### config.mk
export PLATFORM = sky130hd
export DESIGN_NAME = genotype_char_two_bit_packer
export DESIGN_NICKNAME = d
export VERILOG_FILES = /design/src/rtl/gtp_pkg.sv /design/src/rtl/gtp_front.sv /design/src/rtl/gtp_queue.sv /design/src/rtl/gtp_back.sv /design/src/rtl/genotype_char_two_bit_packer.sv
export SDC_FILE = /design/constraint.sdc
export NUM_CORES = 1
export LEC_CHECK = 0
export ABC_AREA = 1
export BUFFER_PORTS_ARGS = -buffer_cell sky130_fd_sc_hd__buf_2
export CAP_MARGIN = 20
export CORE_ASPECT_RATIO = 1.1
export CORE_MARGIN = 2
export CORE_UTILIZATION = 50
export DETAILED_ROUTE_END_ITERATION = 8
export HOLD_SLACK_MARGIN = 0.08
export PLACE_DENSITY = 0.69
export SLEW_MARGIN = 10
export SYNTH_ARGS = -nofsm -noshare
export SYNTH_HDL_FRONTEND = slang
export SYNTH_SLANG_ARGS = --single-unit
### constraint.sdc
create_clock -name clock -period 2.45 [get_ports clock]
set_input_delay 0.3675 -clock clock [delete_from_list [all_inputs] [get_ports clock]]
set_output_delay 0.3675 -clock clock [all_outputs]
set_load 0.005 [all_outputs]
### src/rtl/gtp_pkg.sv
`default_nettype none
package gtp_pkg;

   // Codes packed into one output byte
   localparam int CODES_PER_BYTE = 4;
   // Default depth of the queue between front and back
   localparam int QUEUE_DEPTH = 4;

   // Characters recognized by the decoder
   localparam logic [7:0] CHAR_ZERO = 8'h30;
   localparam logic [7:0] CHAR_ONE  = 8'h31;
   localparam logic [7:0] CHAR_TWO  = 8'h32;
   localparam logic [7:0] CHAR_N    = 8'h4E;

   // Genotype codes
   localparam logic [1:0] CODE_ZERO = 2'd0;
   localparam logic [1:0] CODE_ONE  = 2'd1;
   localparam logic [1:0] CODE_TWO  = 2'd2;
   localparam logic [1:0] CODE_N    = 2'd3;

   // Character classes
   localparam logic [1:0] KIND_DIGIT = 2'd0;
   localparam logic [1:0] KIND_NA    = 2'd1;
   localparam logic [1:0] KIND_BAD   = 2'd2;

   // Characters skipped after a digit (separator) or after N (A, separator)
   localparam logic [1:0] SKIP_DIGIT = 2'd1;
   localparam logic [1:0] SKIP_NA    = 2'd2;

   // One classified character
   typedef struct packed {
      logic [1:0] kind;
      logic [1:0] code;
      logic       eol;
   } item_type;

endpackage
`default_nettype wire

### src/rtl/gtp_front.sv
`default_nettype none
module gtp_front (
   input  wire logic              clock,
   input  wire logic              reset,
   input  wire logic              req_valid,
   output logic                   req_ready,
   input  wire logic [7:0]        req_ch,
   input  wire logic              req_end_of_line,
   output logic                   item_valid,
   input  wire logic              item_ready,
   output gtp_pkg::item_type      item
);

   logic              valid_ff;
   logic              valid_in;
   gtp_pkg::item_type item_ff;
   gtp_pkg::item_type item_in;

   // Accept when the stage is empty or drains this cycle
   assign req_ready = !valid_ff || item_ready;

   // Classify the character
   always_comb begin
      item_in.eol = req_end_of_line;
      unique case (req_ch)
         gtp_pkg::CHAR_ZERO: begin
            item_in.kind = gtp_pkg::KIND_DIGIT;
            item_in.code = gtp_pkg::CODE_ZERO;
         end
         gtp_pkg::CHAR_ONE: begin
            item_in.kind = gtp_pkg::KIND_DIGIT;
            item_in.code = gtp_pkg::CODE_ONE;
         end
         gtp_pkg::CHAR_TWO: begin
            item_in.kind = gtp_pkg::KIND_DIGIT;
            item_in.code = gtp_pkg::CODE_TWO;
         end
         gtp_pkg::CHAR_N: begin
            item_in.kind = gtp_pkg::KIND_NA;
            item_in.code = gtp_pkg::CODE_N;
         end
         default: begin
            item_in.kind = gtp_pkg::KIND_BAD;
            item_in.code = gtp_pkg::CODE_ZERO;
         end
      endcase
   end

   // Hold or advance the stage valid
   always_comb begin
      if (req_valid && req_ready) begin
         valid_in = 1'b1;
      end else if (item_ready) begin
         valid_in = 1'b0;
      end else begin
         valid_in = valid_ff;
      end
   end

   always_ff @(posedge clock) begin
      if (reset) begin
         valid_ff <= 1'b0;
      end else begin
         valid_ff <= valid_in;
      end
   end

   // Load payload on accept
   always_ff @(posedge clock) begin
      if (req_valid && req_ready) begin
         item_ff <= item_in;
      end
   end

   assign item_valid = valid_ff;
   assign item       = item_ff;

endmodule
`default_nettype wire

### src/rtl/gtp_queue.sv
`default_nettype none
module gtp_queue #(
   parameter int DEPTH = gtp_pkg::QUEUE_DEPTH
) (
   input  wire logic              clock,
   input  wire logic              reset,
   input  wire logic              push_valid,
   output logic                   push_ready,
   input  wire gtp_pkg::item_type push_item,
   output logic                   pop_valid,
   input  wire logic              pop_ready,
   output gtp_pkg::item_type      pop_item
);

   localparam int PTR_W = (DEPTH > 1) ? $clog2(DEPTH) : 1;
   localparam int CNT_W = $clog2(DEPTH + 1);
   localparam logic [PTR_W-1:0] LAST_PTR  = PTR_W'(DEPTH - 1);
   localparam logic [CNT_W-1:0] FULL_CNT  = CNT_W'(DEPTH);

   gtp_pkg::item_type entries [DEPTH];

   logic [PTR_W-1:0] wr_ptr_ff, wr_ptr_in;
   logic [PTR_W-1:0] rd_ptr_ff, rd_ptr_in;
   logic [CNT_W-1:0] count_ff, count_in;
   logic             push;
   logic             pop;

   assign push_ready = (count_ff != FULL_CNT);
   assign pop_valid  = (count_ff != '0);
   assign push       = push_valid && push_ready;
   assign pop        = pop_valid && pop_ready;
   assign pop_item   = entries[rd_ptr_ff];

   // Advance pointers with wrap, track fill level
   always_comb begin
      wr_ptr_in = wr_ptr_ff;
      rd_ptr_in = rd_ptr_ff;
      count_in  = count_ff;
      if (push) begin
         wr_ptr_in = (wr_ptr_ff == LAST_PTR) ? '0 : wr_ptr_ff + 1'b1;
      end
      if (pop) begin
         rd_ptr_in = (rd_ptr_ff == LAST_PTR) ? '0 : rd_ptr_ff + 1'b1;
      end
      if (push && !pop) begin
         count_in = count_ff + 1'b1;
      end else if (pop && !push) begin
         count_in = count_ff - 1'b1;
      end
   end

   always_ff @(posedge clock) begin
      if (reset) begin
         wr_ptr_ff <= '0;
         rd_ptr_ff <= '0;
         count_ff  <= '0;
      end else begin
         wr_ptr_ff <= wr_ptr_in;
         rd_ptr_ff <= rd_ptr_in;
         count_ff  <= count_in;
      end
   end

   // Store the item
   always_ff @(posedge clock) begin
      if (push) begin
         entries[wr_ptr_ff] <= push_item;
      end
   end

endmodule
`default_nettype wire

### src/rtl/gtp_back.sv
`default_nettype none
module gtp_back (
   input  wire logic              clock,
   input  wire logic              reset,
   input  wire logic              item_valid,
   output logic                   item_ready,
   input  wire gtp_pkg::item_type item,
   output logic                   rsp_valid,
   input  wire logic              rsp_ready,
   output logic [7:0]             rsp_packed_byte,
   output logic                   rsp_bad_char,
   output logic                   rsp_line_done
);

   localparam logic [1:0] LAST_SLOT = 2'(gtp_pkg::CODES_PER_BYTE - 1);

   logic [1:0] skip_ff, skip_in;
   logic [7:0] accum_ff, accum_in;
   logic [1:0] count_ff, count_in;
   logic       failed_ff, failed_in;

   logic       rsp_valid_ff, rsp_valid_in;
   logic [7:0] byte_ff, byte_in;
   logic       bad_ff, bad_in;
   logic       done_ff, done_in;

   logic       take;
   logic       has_result;
   logic [7:0] merged;

   // Take an item when the output register is free or drains
   assign item_ready = !rsp_valid_ff || rsp_ready;
   assign take       = item_valid && item_ready;

   // Place the new code at the current slot
   assign merged = accum_ff | ({6'b0, item.code} << {count_ff, 1'b0});

   // Carry out one item
   always_comb begin
      skip_in    = skip_ff;
      accum_in   = accum_ff;
      count_in   = count_ff;
      failed_in  = failed_ff;
      has_result = 1'b0;
      byte_in    = 8'd0;
      bad_in     = 1'b0;
      done_in    = 1'b0;
      priority if (failed_ff) begin
         // Drop characters until the line ends
         if (item.eol) begin
            failed_in = 1'b0;
            skip_in   = 2'd0;
            accum_in  = 8'd0;
            count_in  = 2'd0;
         end
      end else if (skip_ff != 2'd0) begin
         skip_in = skip_ff - 1'b1;
         if (item.eol) begin
            // Flush a partial byte at line end
            if (count_ff != 2'd0) begin
               has_result = 1'b1;
               byte_in    = accum_ff;
               done_in    = 1'b1;
            end
            skip_in  = 2'd0;
            accum_in = 8'd0;
            count_in = 2'd0;
         end
      end else begin
         unique case (item.kind)
            gtp_pkg::KIND_DIGIT, gtp_pkg::KIND_NA: begin
               skip_in = (item.kind == gtp_pkg::KIND_NA) ? gtp_pkg::SKIP_NA
                                                         : gtp_pkg::SKIP_DIGIT;
               if (count_ff == LAST_SLOT || item.eol) begin
                  has_result = 1'b1;
                  byte_in    = merged;
                  done_in    = item.eol;
                  accum_in   = 8'd0;
                  count_in   = 2'd0;
                  if (item.eol) begin
                     skip_in = 2'd0;
                  end
               end else begin
                  accum_in = merged;
                  count_in = count_ff + 1'b1;
               end
            end
            default: begin
               // Abort the line
               has_result = 1'b1;
               bad_in     = 1'b1;
               done_in    = 1'b1;
               skip_in    = 2'd0;
               accum_in   = 8'd0;
               count_in   = 2'd0;
               failed_in  = !item.eol;
            end
         endcase
      end
   end

   // Hold or advance the output register
   always_comb begin
      if (take) begin
         rsp_valid_in = has_result;
      end else if (rsp_ready) begin
         rsp_valid_in = 1'b0;
      end else begin
         rsp_valid_in = rsp_valid_ff;
      end
   end

   always_ff @(posedge clock) begin
      if (reset) begin
         skip_ff      <= 2'd0;
         accum_ff     <= 8'd0;
         count_ff     <= 2'd0;
         failed_ff    <= 1'b0;
         rsp_valid_ff <= 1'b0;
      end else begin
         rsp_valid_ff <= rsp_valid_in;
         if (take) begin
            skip_ff   <= skip_in;
            accum_ff  <= accum_in;
            count_ff  <= count_in;
            failed_ff <= failed_in;
         end
      end
   end

   // Load result payload
   always_ff @(posedge clock) begin
      if (take && has_result) begin
         byte_ff <= byte_in;
         bad_ff  <= bad_in;
         done_ff <= done_in;
      end
   end

   assign rsp_valid       = rsp_valid_ff;
   assign rsp_packed_byte = byte_ff;
   assign rsp_bad_char    = bad_ff;
   assign rsp_line_done   = done_ff;

endmodule
`default_nettype wire

### src/rtl/genotype_char_two_bit_packer.sv
// Genotype character packer.
// The req channel carries one ASCII character of a genotype value field per
// item (req_ch) with req_end_of_line marking the last character of a line.
// Characters '0', '1', '2' map to codes 0..2 and 'N' (of "NA") to code 3;
// separators are skipped. Four codes pack into rsp_packed_byte, first code
// in bits 1:0. A byte leaves as soon as it fills, a partial byte at line end.
// Any other character yields one item with rsp_bad_char and rsp_line_done
// set, and the rest of that line is dropped.
// Throughput: one item per cycle on both channels while rsp_ready stays
// high. A result reaches rsp through the front classify register, then the
// queue, then the pack unit's output register.
// Items that produce no result are consumed silently.
// A synchronous active-high reset empties the queue and output register and
// clears all line state. When rsp_ready is low the output register holds
// its item; the queue absorbs up to QUEUE_DEPTH further characters plus one
// in the front register before req_ready drops.
`default_nettype none
module genotype_char_two_bit_packer #(
   parameter int QUEUE_DEPTH = gtp_pkg::QUEUE_DEPTH
) (
   input  wire logic       clock,
   input  wire logic       reset,
   input  wire logic       req_valid,
   output logic            req_ready,
   input  wire logic [7:0] req_ch,
   input  wire logic       req_end_of_line,
   output logic            rsp_valid,
   input  wire logic       rsp_ready,
   output logic [7:0]      rsp_packed_byte,
   output logic            rsp_bad_char,
   output logic            rsp_line_done
);

   logic              front_valid;
   logic              front_ready;
   gtp_pkg::item_type front_item;
   logic              queue_valid;
   logic              queue_ready;
   gtp_pkg::item_type queue_item;

   gtp_front u_front (
      .clock           (clock),
      .reset           (reset),
      .req_valid       (req_valid),
      .req_ready       (req_ready),
      .req_ch          (req_ch),
      .req_end_of_line (req_end_of_line),
      .item_valid      (front_valid),
      .item_ready      (front_ready),
      .item            (front_item)
   );

   gtp_queue #(
      .DEPTH (QUEUE_DEPTH)
   ) u_queue (
      .clock      (clock),
      .reset      (reset),
      .push_valid (front_valid),
      .push_ready (front_ready),
      .push_item  (front_item),
      .pop_valid  (queue_valid),
      .pop_ready  (queue_ready),
      .pop_item   (queue_item)
   );

   gtp_back u_back (
      .clock           (clock),
      .reset           (reset),
      .item_valid      (queue_valid),
      .item_ready      (queue_ready),
      .item            (queue_item),
      .rsp_valid       (rsp_valid),
      .rsp_ready       (rsp_ready),
      .rsp_packed_byte (rsp_packed_byte),
      .rsp_bad_char    (rsp_bad_char),
      .rsp_line_done   (rsp_line_done)
   );

endmodule
`default_nettype wire
==> results of run 1 <==
-- worst register-to-register path, stage by stage, from the launching register on --
cell and delay, ns:
sky130_fd_sc_hd__dfxtp_1 0.35, sky130_fd_sc_hd__inv_1 0.10, sky130_fd_sc_hd__nand3_1 0.12, sky130_fd_sc_hd__nand2_2 0.19, sky130_fd_sc_hd__ha_1 0.18, sky130_fd_sc_hd__inv_1 0.06
sky130_fd_sc_hd__fa_1 0.38, sky130_fd_sc_hd__a21oi_1 0.14, sky130_fd_sc_hd__o21ai_0 0.11, sky130_fd_sc_hd__a21oi_1 0.14, sky130_fd_sc_hd__o21a_1 0.13
-- placed cells by master (no fill, tap or decap), drive strengths merged, types with 3 or more instances in the layout --
master  count
nand3      25
ha          9
nand4       3
o21ai      10
clkinv      4
dfxtp      24
nor3        4
clkbuf     10
buf        25
nand2      85
inv        47
a21oi      28
edfxtp     35
nor2       27
a211oi      3
-- sequential cells by signal, indices dropped and copies added, names as in the netlist, 2 cells and up, named ones only --
name,cells
u_back.rsp_packed_byte,8
u_back.accum_ff,8
u_back.skip_ff,2
u_front.item,5
u_queue.count_ff,3
u_queue.wr_ptr_ff,2
u_queue.entries,20
u_back.count_ff,2
u_queue.rd_ptr_ff,2
-- how the worst max path moves through the flow --
stage | end | slack (ns) | depth (start not counted)
6_report | u_queue.count_ff[2] | 0.49 | 10
5_1_grt | u_queue.count_ff[2] | 0.27 | 10
4_1_cts | u_queue.count_ff[2] | 0.48 | 10
3_5_place_dp | u_queue.count_ff[2] | 0.48 | 11
3_3_place_gp | u_queue.count_ff[2] | 0.52 | 11
2_1_floorplan | u_queue.count_ff[1] | 0.59 | 7
-- through the flow --
stage	std cells	worst slack, ns
floorplan	311	0.590
global placement	406	0.517
detailed placement	406	0.475
CTS	422	0.481
global route	422	0.274
finish	422	0.489
-- cells by family (layout without fill, tap and decap cells) --
logic type      after synthesis  after routing
buf+inv                      52             88
flops                        59             59
xor+xnor                      1              1
simple gates                145            145
fa+ha+maj                    10             10
compound gates               44             44
-- report_power, final --
group          switching [W]  internal [W]
Combinational       0.000860      0.000431
Sequential          0.000118       0.00130
Clock               0.000380      0.000496
Total                0.00136       0.00223
-- cell type report --
class                           count  area share, %
Sequential cell                    59           48.3
Multi-Input combinational cell    200           32.7
Inverter                           47           5.57
Clock buffer                       10           4.34
Timing Repair Buffer               25           4.03
Tap cell                           75           2.96
Clock inverter                      6           2.05
-- metal layers --
| layer | wire (µm) | vias to the layer above | share of wire [%] |
|---|---|---|---|
| li1 | - | 1079 | - |
| met1 | 2050 | 921 | 42 |
| met2 | 2580 | 46 | 53 |
| met3 | 219 | 7 | 4.5 |
| met4 | 63 | 0 | 1.3 |
| met5 | 0 | - | 0 |
==> impl_table.tex, run 1 <==
\begin{tabular}{lr}
\hline
Metric & Value \\
\hline
\multicolumn{2}{l}{\textbf{Cells and area}} \\
Layout cells sized above 1 & 16.7\% \\
Multi-input combinational cell area & 0.00104 mm² \\
Area growth syn-to-layout & 14.3\% \\
Final cell area excluding filler cells & 0.00317 mm² \\
Antenna Diode Count & 0 \\
Area taken by flip-flops and latches & 0.00153 mm² \\
Post-route core utilization & 59.1\% \\
Fill cell total of the finished layout & 470 \\
Layout net count & 365 \\
\multicolumn{2}{l}{\textbf{Critical path}} \\
R2r setup slk & 0.49 ns \\
Total buffers and inverters traversed by the critical path & 2 \\
Cell with the largest stage delay on the worst path & sky130\_fd\_sc\_hd\_\_fa\_1 \\
Worst Setup End Kind & register \\
Setup CP Type & reg -> reg \\
Depth of the worst register-to-register path & 10 \\
FF-to-FF End & u\_queue.count\_ff[2] \\
Critical path cell sequence & inv\_1, nand3\_1, nand2\_2, ha\_1, inv\_1, fa\_1, a21oi\_1, o21ai\_0, a21oi\_1, o21a\_1 \\
Origin of the critical flop-to-flop path & u\_queue.count\_ff[1] \\
Type of origin of the critical path & register \\
Worst EP arrival & 2.24 ns \\
Largest fanout on the critical path & 7 \\
Top cell family by delay on the critical path & adder cells \\
Critical path's largest stage delay & 0.38 ns \\
Source of the critical timing path & u\_queue.count\_ff[1] \\
CP required & 2.73 ns \\
\multicolumn{2}{l}{\textbf{Global routing}} \\
Number of antenna violations at the first check in global routing & 0 \\
Fraction of met3 tracks used by global routing & 3.28\% \\
First-pass GRT wire length & 8550 µm \\
Met1 track demand over resource in global routing & 21.3\% \\
Top Usage Layer GRT & met2 \\
Met2 track demand over resource in global routing & 32.7\% \\
Pin count of the biggest net entering global routing & 23 \\
Residual overflow from global routing & 0 \\
Number of global-route vias before repair & 1,983 \\
Overall global routing resource usage & 18.7\% \\
\multicolumn{2}{l}{\textbf{STA}} \\
Minimum clock period & 1.96 ns \\
Worst-case clock skew & 0.00928 ns \\
Max frequency & 510 MHz \\
Max transition margin & 68.9\% \\
Part of the cycle the worst path needs & 80.0\% \\
Fin Hold WS & 0.206 ns \\
Pins Over Slew Limit & 0 \\
Final setup fails & 0 \\
Fin. Hold Viols & 0 \\
Unrepaired setup endpoints after global routing & no \\
Sum Neg Setup Slack & 0 ns \\
Least-Margin Pin Slew & 0.464 ns \\
\multicolumn{2}{l}{\textbf{Clock tree}} \\
Post-CTS repair timing setup buffer count & 0 \\
CTS tree & built \\
Resized cells post-CTS & 0 \\
Cts bufs inserted & 9 \\
CTS Hold Buffers Added & 0 \\
Htree depth & 3 \\
CTS clock-pin slew for the worst setup and hold paths & 0.07 ns \\
CTS Sinks & 59 \\
Clock Tree Root & sky130\_fd\_sc\_hd\_\_clkbuf\_8 \\
Buffer levels on the longest clock path & 2 \\
Clock latency at the later pin of the worst-skew pair & 0.34 ns \\
\multicolumn{2}{l}{\textbf{Drt}} \\
Final WL & 4910 µm \\
Number of remaining DRC errors & 0 \\
Via density & 4.86 \\
Length of the first detailed-routing pass in iterations & 5 \\
Post-DR wirelength/cell & 11.6 µm \\
Starting DRT DRC Count & 109 \\
Vias after detailed routing & 2,053 \\
Number of antenna-violating nets in the routed design & 0 \\
\multicolumn{2}{l}{\textbf{Synthesis}} \\
Simple-gate share of the synthesized area & 23.3\% \\
Number of synthesized flops with an enable pin & 35 \\
Cell type with the largest total area after synthesis & sky130\_fd\_sc\_hd\_\_edfxtp\_1 \\
Cell area after synthesis & 0.00277 mm² \\
Number of distinct library cell variants in the gate-level netlist after synthesis & 28 \\
Arithmetic-cell share of the synthesized area counting full adders, half adders and majority gates & 4.78\% \\
XOR/XNOR Fraction of Synth Area & 0.316\% \\
Top post-synthesis cells by count & 79 x sky130\_fd\_sc\_hd\_\_nand2\_1, 42 x sky130\_fd\_sc\_hd\_\_inv\_1, 35 x sky130\_fd\_sc\_hd\_\_edfxtp\_1, 27 x sky130\_fd\_sc\_hd\_\_a21oi\_1, 25 x sky130\_fd\_sc\_hd\_\_nor2\_1 \\
Main area contributors after synthesis & sky130\_fd\_sc\_hd\_\_edfxtp\_1 38\%, sky130\_fd\_sc\_hd\_\_dfxtp\_1 17\%, sky130\_fd\_sc\_hd\_\_nand2\_1 11\%, sky130\_fd\_sc\_hd\_\_inv\_1 5.7\%, sky130\_fd\_sc\_hd\_\_a21oi\_1 4.9\% \\
Syn avg cell area & 8.92 µm² \\
Most frequently used cell type in the post-synthesis netlist & sky130\_fd\_sc\_hd\_\_nand2\_1 \\
Yosys synthesis warning count & 0 \\
Multiplexer area fraction after synthesis & 0\% \\
Synthesized Nets & 334 \\
Largest family of logic cells by synthesized area & simple AND/OR/NAND/NOR gates \\
Number of instances in the synthesized netlist & 311 \\
Main synth FF type & sky130\_fd\_sc\_hd\_\_edfxtp\_1 \\
Post-synth top area share & 37.9\% \\
FF+latch count, synth & 59 \\
Seq/Total Area, Yosys & 55.2\% \\
Post-synthesis async set-or-reset flop share & 0\% \\
Post-synthesis compound-gate area fraction & 9.02\% \\
\multicolumn{2}{l}{\textbf{Hold path}} \\
Worst hold path type & in -> reg \\
Hold Path Stages & 1 \\
Origin of the worst min-delay path & req\_end\_of\_line \\
Endpoint, Worst Hold & u\_front.item[0] \\
\multicolumn{2}{l}{\textbf{Die}} \\
Core region area & 0.00536 mm² \\
Die footprint & 0.00616 mm² \\
Top Ports & 25 \\
Floorplan die height & 82.1 µm \\
Number of standard-cell rows in the floorplan & 28 \\
Initial core utilization & 51.8\% \\
Chip Width & 75.0 µm \\
\multicolumn{2}{l}{\textbf{Placement}} \\
Placed standard-cell area & 0.00297 mm² \\
Sum of net half-perimeters after detailed placement & 3620 µm \\
Last weighted congestion value of the routability-driven placer & 0.799 \\
PortBufs & 24 \\
\multicolumn{2}{l}{\textbf{Power}} \\
Leakage power & 1.41 nW \\
Maximum ir drop on the vdd rail & 684 µV \\
Total power of the final layout & 0.00359 W \\
Pwr per Cell Area & 1130 mW/mm² \\
\multicolumn{2}{l}{\textbf{Outcome}} \\
Result of the run & complete, no violations \\
\multicolumn{2}{l}{\textbf{Run}} \\
Max-cap violations & 0 \\
\hline
\end{tabular}
(Power assumes the default switching activity.)
==> run 2, diff against run 1 <==
- clock period: 2.45 -> 1.82 ns (I/O delays scaled with it)
==> impl_table.tex, run 2 (synthesized netlist as in run 1, its figures left out) <==
\begin{tabular}{lr}
\hline
Metric & Value \\
\hline
\multicolumn{2}{l}{\textbf{STA}} \\
Least-Margin Pin Slew & 0.516 ns (+0.0515 ns) \\
Final setup fails & 0 (unchanged) \\
Minimum clock period & 1.70 ns (-0.263 ns) \\
Worst-case clock skew & 0.00630 ns (-0.00298 ns) \\
Max frequency & 589 MHz (+15\%) \\
Fin. Hold Viols & 0 (unchanged) \\
Sum Neg Setup Slack & 0 ns (unchanged) \\
Part of the cycle the worst path needs & 93.3\% (+13 points) \\
Max transition margin & 65.5\% (-3.4 points) \\
Pins Over Slew Limit & 0 (unchanged) \\
\multicolumn{2}{l}{\textbf{Clock tree}} \\
CTS Sinks & 59 (unchanged) \\
CTS tree & built \\
Clock latency at the later pin of the worst-skew pair & 0.34 ns (about the same) \\
CTS Hold Buffers Added & 0 (unchanged) \\
CTS clock-pin slew for the worst setup and hold paths & 0.07 ns (about the same) \\
Htree depth & 3 (unchanged) \\
Post-CTS repair timing setup buffer count & 0 (unchanged) \\
Cts bufs inserted & 9 (unchanged) \\
Clock Tree Root & sky130\_fd\_sc\_hd\_\_clkbuf\_8 \\
Buffer levels on the longest clock path & 2 (unchanged) \\
\multicolumn{2}{l}{\textbf{Die}} \\
Chip Width & 75.0 µm (unchanged) \\
Floorplan die height & 82.1 µm (unchanged) \\
Die footprint & 0.00616 mm² (unchanged) \\
Top Ports & 25 (unchanged) \\
Core region area & 0.00536 mm² (unchanged) \\
Initial core utilization & 51.8\% (unchanged) \\
Number of standard-cell rows in the floorplan & 28 (unchanged) \\
\multicolumn{2}{l}{\textbf{Critical path}} \\
Worst EP arrival & 1.98 ns (-0.26 ns) \\
Worst Setup End Kind & register \\
Most frequent CP cell & sky130\_fd\_sc\_hd\_\_a21oi\_1 \\
Largest fanout on the critical path & 4 (-3) \\
Cell with the largest stage delay on the worst path & sky130\_fd\_sc\_hd\_\_fa\_2 \\
Critical path cell sequence & inv\_2, nand3\_2, nand2\_2, ha\_1, inv\_1, fa\_2, a21oi\_1, o21ai\_1, a21oi\_1, o21a\_1 \\
CP required & 2.10 ns (-0.63 ns) \\
Setup CP Type & reg -> reg \\
Type of origin of the critical path & register \\
Critical path's largest stage delay & 0.33 ns (-0.05 ns) \\
\multicolumn{2}{l}{\textbf{Cells and area}} \\
Leading cell type in the layout, fill and taps excluded & sky130\_fd\_sc\_hd\_\_nand2\_1 \\
Layout net count & 372 (+1.9\%) \\
Area growth syn-to-layout & 18.7\% \\
Fill cell total of the finished layout & 454 (-3.4\%) \\
Top library cells by usage in the layout, fill and taps aside & 79 x sky130\_fd\_sc\_hd\_\_nand2\_1, 41 x sky130\_fd\_sc\_hd\_\_inv\_1, 35 x sky130\_fd\_sc\_hd\_\_edfxtp\_1, 27 x sky130\_fd\_sc\_hd\_\_a21oi\_1, 25 x sky130\_fd\_sc\_hd\_\_nor2\_1 \\
Most flops, register & u\_queue.entries \\
Layout cells sized above 1 & 19.5\% (+2.8 points) \\
Antenna Diode Count & 0 (unchanged) \\
Post-route core utilization & 61.4\% (+2.3 points) \\
Count of non-filler cells in the finished layout & 429 (+1.7\%) \\
Max reg flops & 20 (unchanged) \\
\multicolumn{2}{l}{\textbf{Drt}} \\
Number of remaining DRC errors & 0 (unchanged) \\
Number of antenna-violating nets in the routed design & 0 (unchanged) \\
Via density & 4.92 (+1.1\%) \\
Length of the first detailed-routing pass in iterations & 4 (-1) \\
Final WL & 5120 µm (+4.3\%) \\
Starting DRT DRC Count & 102 (-6.4\%) \\
Vias after detailed routing & 2,111 (+2.8\%) \\
Post-DR wirelength/cell & 11.9 µm (+2.6\%) \\
\multicolumn{2}{l}{\textbf{Power}} \\
Share of total power consumed by net switching & 35.9\% (-2.0 points) \\
Internal Dissipation & 0.00338 W (+52\%) \\
Sequential power share & 36.3\% (-3.3 points) \\
Switching power of the nets & 0.00189 W (+39\%) \\
Leakage power & 1.45 nW (+3.4\%) \\
Power share of the clock group & 26.9\% (+2.5 points) \\
Pwr per Cell Area & 1600 mW/mm² (+42\%) \\
Share of power burned in combinational logic & 36.8\% (+0.8 points) \\
Maximum ir drop on the vdd rail & 752 µV (+9.8\%) \\
\multicolumn{2}{l}{\textbf{Global routing}} \\
Residual overflow from global routing & 0 (unchanged) \\
First-pass GRT wire length & 8850 µm (+3.5\%) \\
Number of global-route vias before repair & 2,051 (+3.4\%) \\
Pin count of the biggest net entering global routing & 23 (unchanged) \\
Number of antenna violations at the first check in global routing & 0 (unchanged) \\
Overall global routing resource usage & 19.5\% (+0.77 points) \\
\multicolumn{2}{l}{\textbf{Placement}} \\
PortBufs & 24 (unchanged) \\
Cell Count Post-Placement & 413 (+1.7\%) \\
Last weighted congestion value of the routability-driven placer & 0.803 (+0.49\%) \\
Sum of net half-perimeters after detailed placement & 3720 µm (+2.8\%) \\
\multicolumn{2}{l}{\textbf{Outcome}} \\
Result of the run & complete, no violations \\
\multicolumn{2}{l}{\textbf{Hold path}} \\
Worst hold path type & in -> reg \\
\multicolumn{2}{l}{\textbf{Run}} \\
Max-cap violations & 0 (unchanged) \\
\hline
\end{tabular}
run 2: final timing paths:
path / endpoint / slack, ns / depth (start not counted) / startpoint
hold reg to reg: u_back.skip_ff[1] / 0.47 / 2 / u_back.skip_ff[1]
setup / recovery: u_queue.count_ff[2] / 0.12 / 10 / u_queue.count_ff[2]
hold / removal: u_front.item[0] / 0.11 / 1 / req_end_of_line
setup reg to reg: u_queue.count_ff[2] / 0.12 / 10 / u_queue.count_ff[2]
run 2: power groups by stage:
stage                     clock [W]  sequential [W]  combinational (W)
after CTS                   0.00144         0.00191            0.00195
after global routing        0.00150         0.00195            0.00222
final                       0.00142         0.00191            0.00194
after detailed placement          0         0.00193            0.00192
after global placement            0         0.00192            0.00190
after floorplan                   0         0.00192            0.00132
run 2: per-stage QoR:
step	hold WS, ns	cell area [µm²]	worst slack (ns)	power (W)
finish	0.106	3290	0.122	0.00528
global route	0.0991	3290	-0.00187	0.00567
CTS	0.0924	3290	0.0136	0.00531
detailed placement	0.451	3040	0.0318	0.00386
global placement	0.450	3040	0.0633	0.00382
floorplan	0.372	2780	0.0170	0.00324
run 2: cell type report:
class	instances	area, µm²	area share [%]
inverters	47	176	5.36
clock buffers	9	124	3.76
well taps	75	93.8	2.85
flip-flops and latches	59	1540	46.7
repair buffers	32	193	5.85
multi-input cells	200	1050	32.0
clock inverters	7	116	3.53
run 2: critical path, delay by kind of cell, from the launching register on:
family | cells | cell delay, ns
AOI/OAI and AO/OA | 4 | 0.52
adders and majority gates | 2 | 0.46
DFF | 1 | 0.32
buffers and inverters | 2 | 0.17
and+or+nand+nor | 2 | 0.17
run 2: layer usage:
layer  wire, µm  vias to the layer above  global-route usage (%)  share of wire, %
met1       2180                      956                    21.8                43
met3        232                       15                    6.43               4.5
met5          0                        -                       0                 0
met4        146                        0                    9.46               2.9
li1           -                     1094                       -                 -
met2       2560                       46                    33.2                50
run 2: timing repair:
item / 4_1_cts / 5_1_grt
pin swaps: 1 / 1
resized for setup: 4 / 3
setup endpoints to repair: 1 / 1
==> run 3, diff against run 2 <==
- CORE_UTILIZATION: 50 -> 59
- PLACE_DENSITY: 0.69 -> 0.79
==> impl_table.tex, run 3 (synthesized netlist as in run 1, its figures left out) <==
\begin{tabular}{lr}
\hline
Metric & Value \\
\hline
\multicolumn{2}{l}{\textbf{Critical path}} \\
Depth of the worst register-to-register path & 7 (-3) \\
Setup CP Type & reg -> reg \\
Type of origin of the critical path & register \\
Worst EP arrival & 1.92 ns (-0.06 ns) \\
Worst Setup End Kind & register \\
CP required & 2.02 ns (-0.08 ns) \\
Largest fanout on the critical path & 4 (unchanged) \\
\multicolumn{2}{l}{\textbf{STA}} \\
Fin Hold WS & 0.109 ns (+0.00257 ns) \\
Final setup fails & 0 (unchanged) \\
Unrepaired setup endpoints after global routing & yes \\
Pins Over Slew Limit & 0 (unchanged) \\
Worst-case clock skew & 0.00477 ns (-0.00153 ns) \\
Part of the cycle the worst path needs & 94.5\% (+1.2 points) \\
Least-Margin Pin Slew & 0.496 ns (-0.0199 ns) \\
Minimum clock period & 1.72 ns (+0.0217 ns) \\
Sum Neg Setup Slack & 0 ns (unchanged) \\
Max frequency & 581 MHz (-1.3\%) \\
Max transition margin & 66.8\% (+1.3 points) \\
Fin. Hold Viols & 0 (unchanged) \\
Worst setup margin & 0.100 ns (-0.0217 ns) \\
\multicolumn{2}{l}{\textbf{Die}} \\
Die footprint & 0.00527 mm² (-15\%) \\
Floorplan die height & 75.9 µm (-7.6\%) \\
Initial core utilization & 60.5\% (+8.7 points) \\
Top Ports & 25 (unchanged) \\
Chip Width & 69.4 µm (-7.5\%) \\
Core region area & 0.00459 mm² (-14\%) \\
Number of standard-cell rows in the floorplan & 26 (-7.1\%) \\
\multicolumn{2}{l}{\textbf{Placement}} \\
Sum of net half-perimeters after detailed placement & 3730 µm (about the same) \\
Last weighted congestion value of the routability-driven placer & 0.791 (-1.5\%) \\
PortBufs & 24 (unchanged) \\
Pre-CTS WS & 0.0232 ns (-0.00865 ns) \\
\multicolumn{2}{l}{\textbf{Global routing}} \\
Number of antenna violations at the first check in global routing & 0 (unchanged) \\
Number of global-route vias before repair & 2,104 (+2.6\%) \\
Residual overflow from global routing & 0 (unchanged) \\
Pin count of the biggest net entering global routing & 23 (unchanged) \\
Overall global routing resource usage & 21.6\% (+2.1 points) \\
First-pass GRT wire length & 8850 µm (unchanged) \\
\multicolumn{2}{l}{\textbf{Clock tree}} \\
CTS tree & built \\
Cts bufs inserted & 9 (unchanged) \\
Resized cells post-CTS & 0 (-4) \\
CTS Hold Buffers Added & 0 (unchanged) \\
Clock latency at the later pin of the worst-skew pair & 0.34 ns (about the same) \\
Post-CTS repair timing setup buffer count & 0 (unchanged) \\
Htree depth & 3 (unchanged) \\
CTS Sinks & 59 (unchanged) \\
Buffer levels on the longest clock path & 2 (unchanged) \\
Clock Tree Root & sky130\_fd\_sc\_hd\_\_clkbuf\_8 \\
CTS clock-pin slew for the worst setup and hold paths & 0.06 ns (about the same) \\
\multicolumn{2}{l}{\textbf{Power}} \\
Total power of the final layout & 0.00527 W (-0.12\%) \\
Maximum ir drop on the vdd rail & 738 µV (-1.8\%) \\
Leakage power & 1.47 nW (+1.1\%) \\
Pwr per Cell Area & 1610 mW/mm² (+0.49\%) \\
\multicolumn{2}{l}{\textbf{Cells and area}} \\
Max reg flops & 20 (unchanged) \\
Antenna Diode Count & 0 (unchanged) \\
Most flops, register & u\_queue.entries \\
Area growth syn-to-layout & 18.0\% \\
Layout net count & 374 (+0.54\%) \\
Layout cells sized above 1 & 19.7\% (+0.17 points) \\
Fill cell total of the finished layout & 348 (-23\%) \\
Leading cell type in the layout, fill and taps excluded & sky130\_fd\_sc\_hd\_\_nand2\_1 \\
Top library cells by usage in the layout, fill and taps aside & 79 x sky130\_fd\_sc\_hd\_\_nand2\_1, 41 x sky130\_fd\_sc\_hd\_\_inv\_1, 35 x sky130\_fd\_sc\_hd\_\_edfxtp\_1, 27 x sky130\_fd\_sc\_hd\_\_a21oi\_1, 25 x sky130\_fd\_sc\_hd\_\_nor2\_1 \\
\multicolumn{2}{l}{\textbf{Hold path}} \\
Hold Path Stages & 1 (unchanged) \\
Worst hold path type & in -> reg \\
\multicolumn{2}{l}{\textbf{Outcome}} \\
Result of the run & complete, no violations \\
\multicolumn{2}{l}{\textbf{Drt}} \\
Final WL & 5230 µm (+2.1\%) \\
Starting DRT DRC Count & 159 (+56\%) \\
Length of the first detailed-routing pass in iterations & 4 (unchanged) \\
Number of remaining DRC errors & 0 (unchanged) \\
Post-DR wirelength/cell & 12.7 µm (+6.3\%) \\
Number of antenna-violating nets in the routed design & 0 (unchanged) \\
Vias after detailed routing & 2,132 (+0.99\%) \\
Via density & 5.17 (+5.2\%) \\
\multicolumn{2}{l}{\textbf{Run}} \\
Max-cap violations & 0 (unchanged) \\
\hline
\end{tabular}
## run 3: layer usage
metal,GRT usage (%),up-vias,share of wire [%]
met3,6.91,10,4.0
met2,38.1,42,53
li1,-,1099,-
met4,10.0,0,1.7
met1,23.3,981,42
met5,0,-,0
## run 3: layout make-up
cell class,instances,area [µm²],share of cell area (%)
tap,56,70.1,2.14
inverter,47,176,5.39
multi-input combinational,200,1050,32.2
clock buffer,9,124,3.78
sequential,59,1540,46.9
clock inverter,7,106,3.25
timing repair buffer,34,208,6.35
## run 3: final timing paths
kind	slack (ns)	end	start
worst max-delay path	0.10	u_queue.count_ff[1]	u_queue.count_ff[0]
worst min-delay path	0.11	u_front.item[0]	req_end_of_line
worst max register to register	0.10	u_queue.count_ff[1]	u_queue.count_ff[0]
worst min register to register	0.47	u_back.skip_ff[0]	u_back.skip_ff[0]
## run 3: power breakdown
group,total (W),switching (W),internal (W)
clock network,0.00138,0.000485,0.000892
registers,0.00192,0.000161,0.00175
logic,0.00198,0.00123,0.000752
## run 3: worst max-delay path: stages, from the launching register on
cell                       delay [ns]
sky130_fd_sc_hd__dfxtp_2         0.35
sky130_fd_sc_hd__o31ai_4         0.26
sky130_fd_sc_hd__inv_1           0.08
sky130_fd_sc_hd__ha_1            0.20
sky130_fd_sc_hd__inv_1           0.11
sky130_fd_sc_hd__fa_2            0.44
sky130_fd_sc_hd__nor2_1          0.10
sky130_fd_sc_hd__a211oi_1        0.05
## run 3: through the flow
stage          utilization (%)  area (µm²)  cells
2_1_floorplan                -        2780    311
3_3_place_gp              66.1        3030    396
3_5_place_dp              66.1        3030    396
4_1_cts                   71.1        3260    412
5_1_grt                   71.4        3270    412
6_report                  71.4        3270    412
